### src/rtl/i2cms_pkg.sv
// Package for the I2C master transfer sequencer: phase and command codes,
// and the item structs passed between the sequencer modules. No dependencies.
package i2cms_pkg;

    typedef enum logic [4:0] {
        PH_UNINIT     = 5'd0,
        PH_IDLE       = 5'd1,
        PH_START      = 5'd2,
        PH_START_POLL = 5'd3,
        PH_ADDR       = 5'd4,
        PH_ADDR_POLL  = 5'd5,
        PH_CLEAR      = 5'd6,
        PH_PLACE      = 5'd7,
        PH_PLACE_POLL = 5'd8,
        PH_PLACE_NEXT = 5'd9,
        PH_GET_NEXT   = 5'd10,
        PH_LAST_POLL  = 5'd11,
        PH_LAST_GET   = 5'd12,
        PH_MULTI_POLL = 5'd13,
        PH_MULTI_GET  = 5'd14
    } t_phase;

    typedef enum logic [3:0] {
        CMD_NONE       = 4'd0,
        CMD_START      = 4'd1,
        CMD_POLL_START = 4'd2,
        CMD_SEND_ADDR  = 4'd3,
        CMD_POLL_ADDR  = 4'd4,
        CMD_CLEAR_ADDR = 4'd5,
        CMD_PLACE      = 4'd6,
        CMD_POLL_PLACE = 4'd7,
        CMD_ACK_OFF    = 4'd8,
        CMD_POLL_GET   = 4'd9,
        CMD_GET        = 4'd10,
        CMD_ACK_ON     = 4'd11
    } t_cmd;

    localparam logic [1:0] REQ_WRITE = 2'd1;
    localparam logic [1:0] REQ_READ  = 2'd2;

    typedef struct packed {
        logic       init_done;
        logic [1:0] req_type;
        logic [6:0] slave_address;
        logic [7:0] byte_count;
        logic       driver_ok;
    } t_in_item;

    typedef struct packed {
        t_cmd       command;
        logic [6:0] address_out;
        logic       read_not_write;
        logic [7:0] byte_index;
        logic       tx_done;
        logic       rx_done;
    } t_out_item;

endpackage

### src/rtl/i2cms_fsm.sv
// Phase machine of the I2C master transfer sequencer: holds the transfer
// state and computes one driver command per step. Depends on i2cms_pkg.
module i2cms_fsm (
    input  logic                i_clk,
    input  logic                i_rst_n,
    input  logic                i_step,
    input  i2cms_pkg::t_in_item i_item,
    output i2cms_pkg::t_out_item o_result
);

    i2cms_pkg::t_phase r_phase, n_phase;
    i2cms_pkg::t_phase r_ret, n_ret;
    logic       r_wr_pend, n_wr_pend;
    logic       r_rd_pend, n_rd_pend;
    logic [6:0] r_addr, n_addr;
    logic [7:0] r_cnt, n_cnt;
    logic [7:0] r_pos, n_pos;

    // State as seen after a new request of this item has been recorded.
    logic       e_wr_pend, e_rd_pend;
    logic [6:0] e_addr;
    logic [7:0] e_cnt, e_pos;
    logic       new_req;
    logic       cnt_last;

    always_comb begin
        new_req   = (i_item.req_type == i2cms_pkg::REQ_WRITE ||
                     i_item.req_type == i2cms_pkg::REQ_READ) &&
                    (i_item.byte_count != 8'd0);
        e_wr_pend = r_wr_pend | (new_req && i_item.req_type == i2cms_pkg::REQ_WRITE);
        e_rd_pend = r_rd_pend | (new_req && i_item.req_type == i2cms_pkg::REQ_READ);
        e_addr    = new_req ? i_item.slave_address : r_addr;
        e_cnt     = new_req ? i_item.byte_count : r_cnt;
        e_pos     = new_req ? 8'd0 : r_pos;
        cnt_last  = (e_cnt <= 8'd1);
    end

    // Next state.
    always_comb begin
        n_phase   = r_phase;
        n_ret     = r_ret;
        n_wr_pend = e_wr_pend;
        n_rd_pend = e_rd_pend;
        n_addr    = e_addr;
        n_cnt     = e_cnt;
        n_pos     = e_pos;
        case (r_phase)
            i2cms_pkg::PH_IDLE: begin
                if (e_wr_pend || e_rd_pend) n_phase = i2cms_pkg::PH_START;
            end
            i2cms_pkg::PH_START: n_phase = i2cms_pkg::PH_START_POLL;
            i2cms_pkg::PH_START_POLL: begin
                if (i_item.driver_ok) n_phase = i2cms_pkg::PH_ADDR;
            end
            i2cms_pkg::PH_ADDR: n_phase = i2cms_pkg::PH_ADDR_POLL;
            i2cms_pkg::PH_ADDR_POLL: begin
                if (i_item.driver_ok) begin
                    if (e_wr_pend || !e_rd_pend) begin
                        n_phase = i2cms_pkg::PH_CLEAR;
                    end else begin
                        n_ret   = i2cms_pkg::PH_ADDR_POLL;
                        n_phase = i2cms_pkg::PH_GET_NEXT;
                    end
                end
            end
            i2cms_pkg::PH_CLEAR: begin
                if (e_wr_pend || !e_rd_pend) begin
                    n_phase = i2cms_pkg::PH_PLACE;
                end else begin
                    n_ret   = i2cms_pkg::PH_CLEAR;
                    n_phase = i2cms_pkg::PH_GET_NEXT;
                end
            end
            i2cms_pkg::PH_PLACE: n_phase = i2cms_pkg::PH_PLACE_POLL;
            i2cms_pkg::PH_PLACE_POLL: begin
                if (i_item.driver_ok) n_phase = i2cms_pkg::PH_PLACE_NEXT;
            end
            i2cms_pkg::PH_PLACE_NEXT: begin
                if (cnt_last) begin
                    n_phase   = i2cms_pkg::PH_IDLE;
                    n_wr_pend = 1'b0;
                    n_cnt     = 8'd0;
                    n_pos     = 8'd0;
                end else begin
                    n_cnt   = e_cnt - 8'd1;
                    n_pos   = e_pos + 8'd1;
                    n_phase = i2cms_pkg::PH_PLACE;
                end
            end
            i2cms_pkg::PH_GET_NEXT: begin
                case (r_ret)
                    i2cms_pkg::PH_ADDR_POLL: n_phase = i2cms_pkg::PH_CLEAR;
                    i2cms_pkg::PH_CLEAR: begin
                        n_phase = cnt_last ? i2cms_pkg::PH_LAST_POLL
                                           : i2cms_pkg::PH_MULTI_POLL;
                    end
                    i2cms_pkg::PH_LAST_GET: begin
                        n_phase   = i2cms_pkg::PH_IDLE;
                        n_ret     = i2cms_pkg::PH_UNINIT;
                        n_rd_pend = 1'b0;
                        n_cnt     = 8'd0;
                        n_pos     = 8'd0;
                    end
                    i2cms_pkg::PH_MULTI_GET: begin
                        if (!cnt_last) begin
                            n_cnt = e_cnt - 8'd1;
                            n_pos = e_pos + 8'd1;
                        end
                        // After the step down, one or fewer left means the last byte.
                        n_phase = (e_cnt <= 8'd2) ? i2cms_pkg::PH_LAST_POLL
                                                  : i2cms_pkg::PH_MULTI_POLL;
                    end
                    default: n_phase = i2cms_pkg::PH_IDLE;
                endcase
            end
            i2cms_pkg::PH_LAST_POLL: begin
                if (i_item.driver_ok) n_phase = i2cms_pkg::PH_LAST_GET;
            end
            i2cms_pkg::PH_LAST_GET: begin
                n_ret   = i2cms_pkg::PH_LAST_GET;
                n_phase = i2cms_pkg::PH_GET_NEXT;
            end
            i2cms_pkg::PH_MULTI_POLL: begin
                if (i_item.driver_ok) n_phase = i2cms_pkg::PH_MULTI_GET;
            end
            i2cms_pkg::PH_MULTI_GET: begin
                n_ret   = i2cms_pkg::PH_MULTI_GET;
                n_phase = i2cms_pkg::PH_GET_NEXT;
            end
            default: begin
                n_phase = i_item.init_done ? i2cms_pkg::PH_IDLE : i2cms_pkg::PH_UNINIT;
            end
        endcase
    end

    // Outputs.
    always_comb begin
        o_result = '0;
        case (r_phase)
            i2cms_pkg::PH_START:      o_result.command = i2cms_pkg::CMD_START;
            i2cms_pkg::PH_START_POLL: o_result.command = i2cms_pkg::CMD_POLL_START;
            i2cms_pkg::PH_ADDR: begin
                if (e_wr_pend || e_rd_pend) begin
                    o_result.command        = i2cms_pkg::CMD_SEND_ADDR;
                    o_result.address_out    = e_addr;
                    o_result.read_not_write = !e_wr_pend;
                end
            end
            i2cms_pkg::PH_ADDR_POLL:  o_result.command = i2cms_pkg::CMD_POLL_ADDR;
            i2cms_pkg::PH_CLEAR:      o_result.command = i2cms_pkg::CMD_CLEAR_ADDR;
            i2cms_pkg::PH_PLACE: begin
                o_result.command    = i2cms_pkg::CMD_PLACE;
                o_result.byte_index = e_pos;
            end
            i2cms_pkg::PH_PLACE_POLL: o_result.command = i2cms_pkg::CMD_POLL_PLACE;
            i2cms_pkg::PH_PLACE_NEXT: o_result.tx_done = cnt_last;
            i2cms_pkg::PH_GET_NEXT: begin
                case (r_ret)
                    i2cms_pkg::PH_ADDR_POLL: begin
                        if (cnt_last) o_result.command = i2cms_pkg::CMD_ACK_OFF;
                    end
                    i2cms_pkg::PH_LAST_GET: begin
                        o_result.command = i2cms_pkg::CMD_ACK_ON;
                        o_result.rx_done = 1'b1;
                    end
                    i2cms_pkg::PH_MULTI_GET: begin
                        if (e_cnt <= 8'd2) o_result.command = i2cms_pkg::CMD_ACK_OFF;
                    end
                    default: o_result.command = i2cms_pkg::CMD_NONE;
                endcase
            end
            i2cms_pkg::PH_LAST_POLL,
            i2cms_pkg::PH_MULTI_POLL: o_result.command = i2cms_pkg::CMD_POLL_GET;
            i2cms_pkg::PH_LAST_GET,
            i2cms_pkg::PH_MULTI_GET: begin
                o_result.command    = i2cms_pkg::CMD_GET;
                o_result.byte_index = e_pos;
            end
            default: o_result.command = i2cms_pkg::CMD_NONE;
        endcase
    end

    always_ff @(posedge i_clk) begin
        if (!i_rst_n) begin
            r_phase   <= i2cms_pkg::PH_UNINIT;
            r_ret     <= i2cms_pkg::PH_UNINIT;
            r_wr_pend <= 1'b0;
            r_rd_pend <= 1'b0;
            r_addr    <= 7'd0;
            r_cnt     <= 8'd0;
            r_pos     <= 8'd0;
        end else if (i_step) begin
            r_phase   <= n_phase;
            r_ret     <= n_ret;
            r_wr_pend <= n_wr_pend;
            r_rd_pend <= n_rd_pend;
            r_addr    <= n_addr;
            r_cnt     <= n_cnt;
            r_pos     <= n_pos;
        end
    end

endmodule

### src/rtl/i2c_master_transfer_sequencer.sv
// Top level of the I2C master transfer sequencer: input register, phase
// machine and result register. Depends on i2cms_pkg and i2cms_fsm.
//
//  Channel   | Direction | Item
//  s_axis    | in        | one tick: init flag, request, driver status
//  m_axis    | out       | one driver command with index and done pulses
//
// Each accepted tick yields exactly one result, passed from the input register to
// the result register; a new tick can be taken every cycle while output is ready.
// The phase machine steps once per tick as it moves from the input register
// to the result register. A stalled output holds its result and the input
// register, and the input side stalls only when both registers are full and
// the output is not ready. Reset is synchronous and clears the phase to
// uninitialized and all pending flags.
module i2c_master_transfer_sequencer (
    input  logic        i_clk,
    input  logic        i_rst_n,
    input  logic        i_s_axis_tvalid,
    output logic        o_s_axis_tready,
    // init_done[0], slave_address[7:1], byte_count[15:8], driver_ok[16], zero pad
    input  logic [23:0] i_s_axis_tdata,
    // req_type[1:0]
    input  logic [1:0]  i_s_axis_tuser,
    output logic        o_m_axis_tvalid,
    input  logic        i_m_axis_tready,
    // address_out[6:0], read_not_write[7], byte_index[15:8], tx_done[16],
    // rx_done[17], zero pad
    output logic [23:0] o_m_axis_tdata,
    // command[3:0]
    output logic [3:0]  o_m_axis_tuser
);

    i2cms_pkg::t_in_item  r_in;
    logic                 r_in_valid;
    i2cms_pkg::t_out_item r_out;
    logic                 r_out_valid;
    i2cms_pkg::t_out_item step_result;
    logic                 step;
    logic                 in_take;

    assign step            = r_in_valid && (!r_out_valid || i_m_axis_tready);
    assign o_s_axis_tready = !r_in_valid || step;
    assign in_take         = i_s_axis_tvalid && o_s_axis_tready;

    i2cms_fsm u_fsm (
        .i_clk    (i_clk),
        .i_rst_n  (i_rst_n),
        .i_step   (step),
        .i_item   (r_in),
        .o_result (step_result)
    );

    always_ff @(posedge i_clk) begin
        if (!i_rst_n) begin
            r_in_valid  <= 1'b0;
            r_out_valid <= 1'b0;
        end else begin
            if (in_take) begin
                r_in_valid <= 1'b1;
            end else if (step) begin
                r_in_valid <= 1'b0;
            end
            if (step) begin
                r_out_valid <= 1'b1;
            end else if (i_m_axis_tready) begin
                r_out_valid <= 1'b0;
            end
        end
    end

    always_ff @(posedge i_clk) begin
        if (in_take) begin
            r_in.init_done     <= i_s_axis_tdata[0];
            r_in.slave_address <= i_s_axis_tdata[7:1];
            r_in.byte_count    <= i_s_axis_tdata[15:8];
            r_in.driver_ok     <= i_s_axis_tdata[16];
            r_in.req_type      <= i_s_axis_tuser;
        end
        if (step) begin
            r_out <= step_result;
        end
    end

    assign o_m_axis_tvalid = r_out_valid;
    assign o_m_axis_tdata  = {6'd0, r_out.rx_done, r_out.tx_done, r_out.byte_index,
                              r_out.read_not_write, r_out.address_out};
    assign o_m_axis_tuser  = r_out.command;

endmodule

### config.mk
export PLATFORM = sky130hd
export DESIGN_NAME = i2c_master_transfer_sequencer
export DESIGN_NICKNAME = d
export VERILOG_FILES = /design/src/rtl/i2cms_pkg.sv /design/src/rtl/i2cms_fsm.sv /design/src/rtl/i2c_master_transfer_sequencer.sv
export SDC_FILE = /design/constraint.sdc
export NUM_CORES = 1
export LEC_CHECK = 0
export ABC_AREA = 1
export ABC_CLOCK_PERIOD_IN_PS = 3400
export BUFFER_PORTS_ARGS = -buffer_cell sky130_fd_sc_hd__buf_2
export CAP_MARGIN = 20
export CORE_UTILIZATION = 57
export CTS_BUF_LIST = sky130_fd_sc_hd__clkbuf_16
export CTS_CLUSTER_SIZE = 16
export DETAILED_ROUTE_END_ITERATION = 7
export PLACE_DENSITY = 0.8
export SLEW_MARGIN = 10
export SYNTH_ARGS = -nofsm -noshare
export SYNTH_HDL_FRONTEND = slang
export SYNTH_HIERARCHICAL = 1
export SYNTH_SLANG_ARGS = --single-unit
### constraint.sdc
create_clock -name i_clk -period 3.4 [get_ports i_clk]
set_input_delay 0.17 -clock i_clk [delete_from_list [all_inputs] [get_ports i_clk]]
set_output_delay 0.17 -clock i_clk [all_outputs]
set_load 0.02 [all_outputs]
==> results.yml <==
routing:
  routed_wl_um: 9020
  drc: 2
  firstDrtPassIters: 8
  postRouteAntennaNets: 0
  vias: 3608
  via_per_inst: 5.55
  wl_per_cell_um: 13.9
  drtIter0Drc: 369
yosys:
  ys_warn_count: 6
  ys_types: 42
  synth_area_leaders: "edfxtp_1, dfxtp_1, nand2_1"
  ys_seq_elements: 76
  yosysMostFrequentCell: "nand2_1"
  synthCells: 496
  synth-edff-count: 41
  yosys.area.top_type_share_pct: 30.5
  synthArstFlopShare_pct: 0
  yosysTopAreaCell: "edfxtp_1"
  synth_flop_cell: "edfxtp_1"
  synth_common_cells: "nand2_1, inv_1, nor2_1"
  ys_seq_area_share_pct: 47.8
  syn_avg_cell_area_um2: 8.14
  netlist_area_mm2: 0.00404
die:
  start_util_pct: 59.1
  die_w_um: 86.2
  fp.dieH_um: 86.2
  dieArea_mm2: 0.00743
  num_rows: 30
  core_area_mm2: 0.00683
  io_pins: 60
clock_network:
  clkSinkCount: 76
  root_buffer: "clkbuf_16"
  cts_tree: "yes"
  insertion_delay_ps: 340
  clkTransAtPathRegs_ps: 60
  post-cts-setup-buffer-count: 0
  ctsResizeCount: 0
  cts_made_buffers: 9
  cts_max_level: 3
  clockBufferDepth: 2
min_path:
  holdCritPathClass: "in2reg"
sta:
  finalSetupViolations: 0
  slew_headroom_pct: 43.6
  setup_ws_ps: 326
  hold_violations: 0
  min_period_over_period_pct: 90.4
  clock_skew_ps: 6.87
  min_period_ps: 3070
  grt_setup_unrepaired: "false"
  final_max_slew_viol_count: 0
  max_slew.worst_pin.slew_ps: 842
  fin_tns_setup_ps: 0
  hold_ws_ps: 7.34
  fmax_mhz: 325
placed_design:
  dp_slack_ps: 403
  dpl.hpwl_um: 6140
  dp_cells: 630
  numPortBuffers: 46
  gp_congestion: 0.924
outcome:
  run_status: "finished with violations"
  failed_checks: "DRC"
layout:
  fin_cells: 650
  area_growth_pct: 16.0
  drive_above_1_share_pct: 16.2
  fin_util_pct: 68.6
  nNetsFinal: 585
  diodes: 0
  fill_cells: 560
  multi_input_area_mm2: 0.00175
  seqCellArea_mm2: 0.00193
flow_run:
  drv_cap: 0
worst_setup_path:
  critical_path_class: "reg2reg"
  crit_path_max_fanout: 26
  cp.arrival_ps: 3310
  critPathLaunchType: "register"
  required_ps: 3640
  regToRegSetupSlack_ps: 330
  cp-end-kind: "register"
pwr:
  p_leak_uw: 0.00203
  ir_drop_mv: 0.328
  powerDensity_mw_per_mm2: 485
global_route:
  grt_use_total_pct: 26.0
  grt_max_degree: 53
  grt_pass1_vias: 3333
  grt-ovfl-total: 0
  grt_pass1_wl_um: 14900
  antenna_found_initial: 0
## final timing paths
check / startpoint / end / cells past startpoint
setup reg to reg: r_in[1] / u_fsm/r_cnt[0] / 10
hold reg to reg: u_fsm/r_pos[7] / u_fsm/r_pos[7] / 2
setup / recovery: r_in[1] / u_fsm/r_cnt[0] / 10
hold / removal: i_s_axis_tdata[11] / r_in[4] / 1
## where the power goes
| part | leakage (µW) | internal, µW | switching (µW) |
|---|---|---|---|
| logic | 0.00120 | 90.6 | 190 |
| registers | 0.000685 | 1010 | 21.4 |
| clock network | 0.000144 | 572 | 384 |
| total | 0.00203 | 1670 | 596 |
## placed cells by master, fill, tap and decap left out, drive strengths merged, types with 2 or more instances in the layout
cell type,n
edfxtp,41
conb,6
nand3,27
nand3b,4
ha,6
dlygate4sd3,4
nand4,8
a221oi,3
nand2,104
inv,79
xor2,3
o211ai,7
a211oi,6
mux2i,7
clkbuf,9
clkinv,4
nor2,69
nor3,7
buf,49
o22ai,2
dfxtp,35
o21ai,35
a21oi,26
a31oi,6
## cells by family after synthesis
| family | Yosys count | share of synthesized area [%] |
|---|---|---|
| compound gates | 87 | 12.8 |
| xor+xnor | 4 | 0.868 |
| fa+ha+maj | 6 | 1.86 |
| buf+inv | 94 | 9.67 |
| flops | 76 | 47.8 |
| mux | 7 | 1.73 |
| other cells | 1 | 0.0928 |
| simple gates | 221 | 25.2 |
## flip-flops by register name (all words and copies together) (netlist names)
| signal | flops |
|---|---|
| u_fsm/r_addr | 7 |
| o_m_axis_tdata | 18 |
| u_fsm/r_ret | 4 |
| o_m_axis_tuser | 4 |
| u_fsm/r_rd_pend | 1 |
| u_fsm/r_cnt | 8 |
| r_in | 19 |
| u_fsm/r_phase | 4 |
| o_m_axis_tvalid | 1 |
| u_fsm/r_wr_pend | 1 |
| u_fsm/r_pos | 8 |
| r_in_valid | 1 |
## metal layers
metal  vias to the layer above  wire (µm)  global-route usage (%)
met2                       195       4430                    43.1
met5                         -          0                       0
met3                        27        639                    4.57
met4                         0        301                    16.1
li1                       1741          -                       -
met1                      1645       3650                    31.7
## critical path, stage by stage, from the launching register on
cell and delay [ps]:
edfxtp_1 380, nor2_1 180, nand2_2 100, o21ai_4 680, o21ai_0 350, nor2_4 300
nand3_4 200, ha_1 340, nor2_1 120, a211oi_1 60, a221oi_1 250
## repair_timing
action / CTS / global route
setup endpoints to repair: 0 / 0
endpoints found under the hold margin: 4 / 0
hold buffers: 4 / 0
## stage by stage
stage	power, µW	cell area, µm²
6_report	2270	4690
5_1_grt	2350	4690
2_1_floorplan	1260	4060
4_1_cts	2280	4690
3_5_place_dp	1320	4340
3_3_place_gp	1310	4340
## layout make-up
cell class                      count  area share, %
Clock inverter                      7           1.63
Timing Repair Buffer               53           6.25
Multi-Input combinational cell    331           37.3
Tap cell                           96           2.56
Clock buffer                        9           4.81
Inverter                           78           6.25
Sequential cell                    76           41.2
Power figures use the tool's default switching activity.
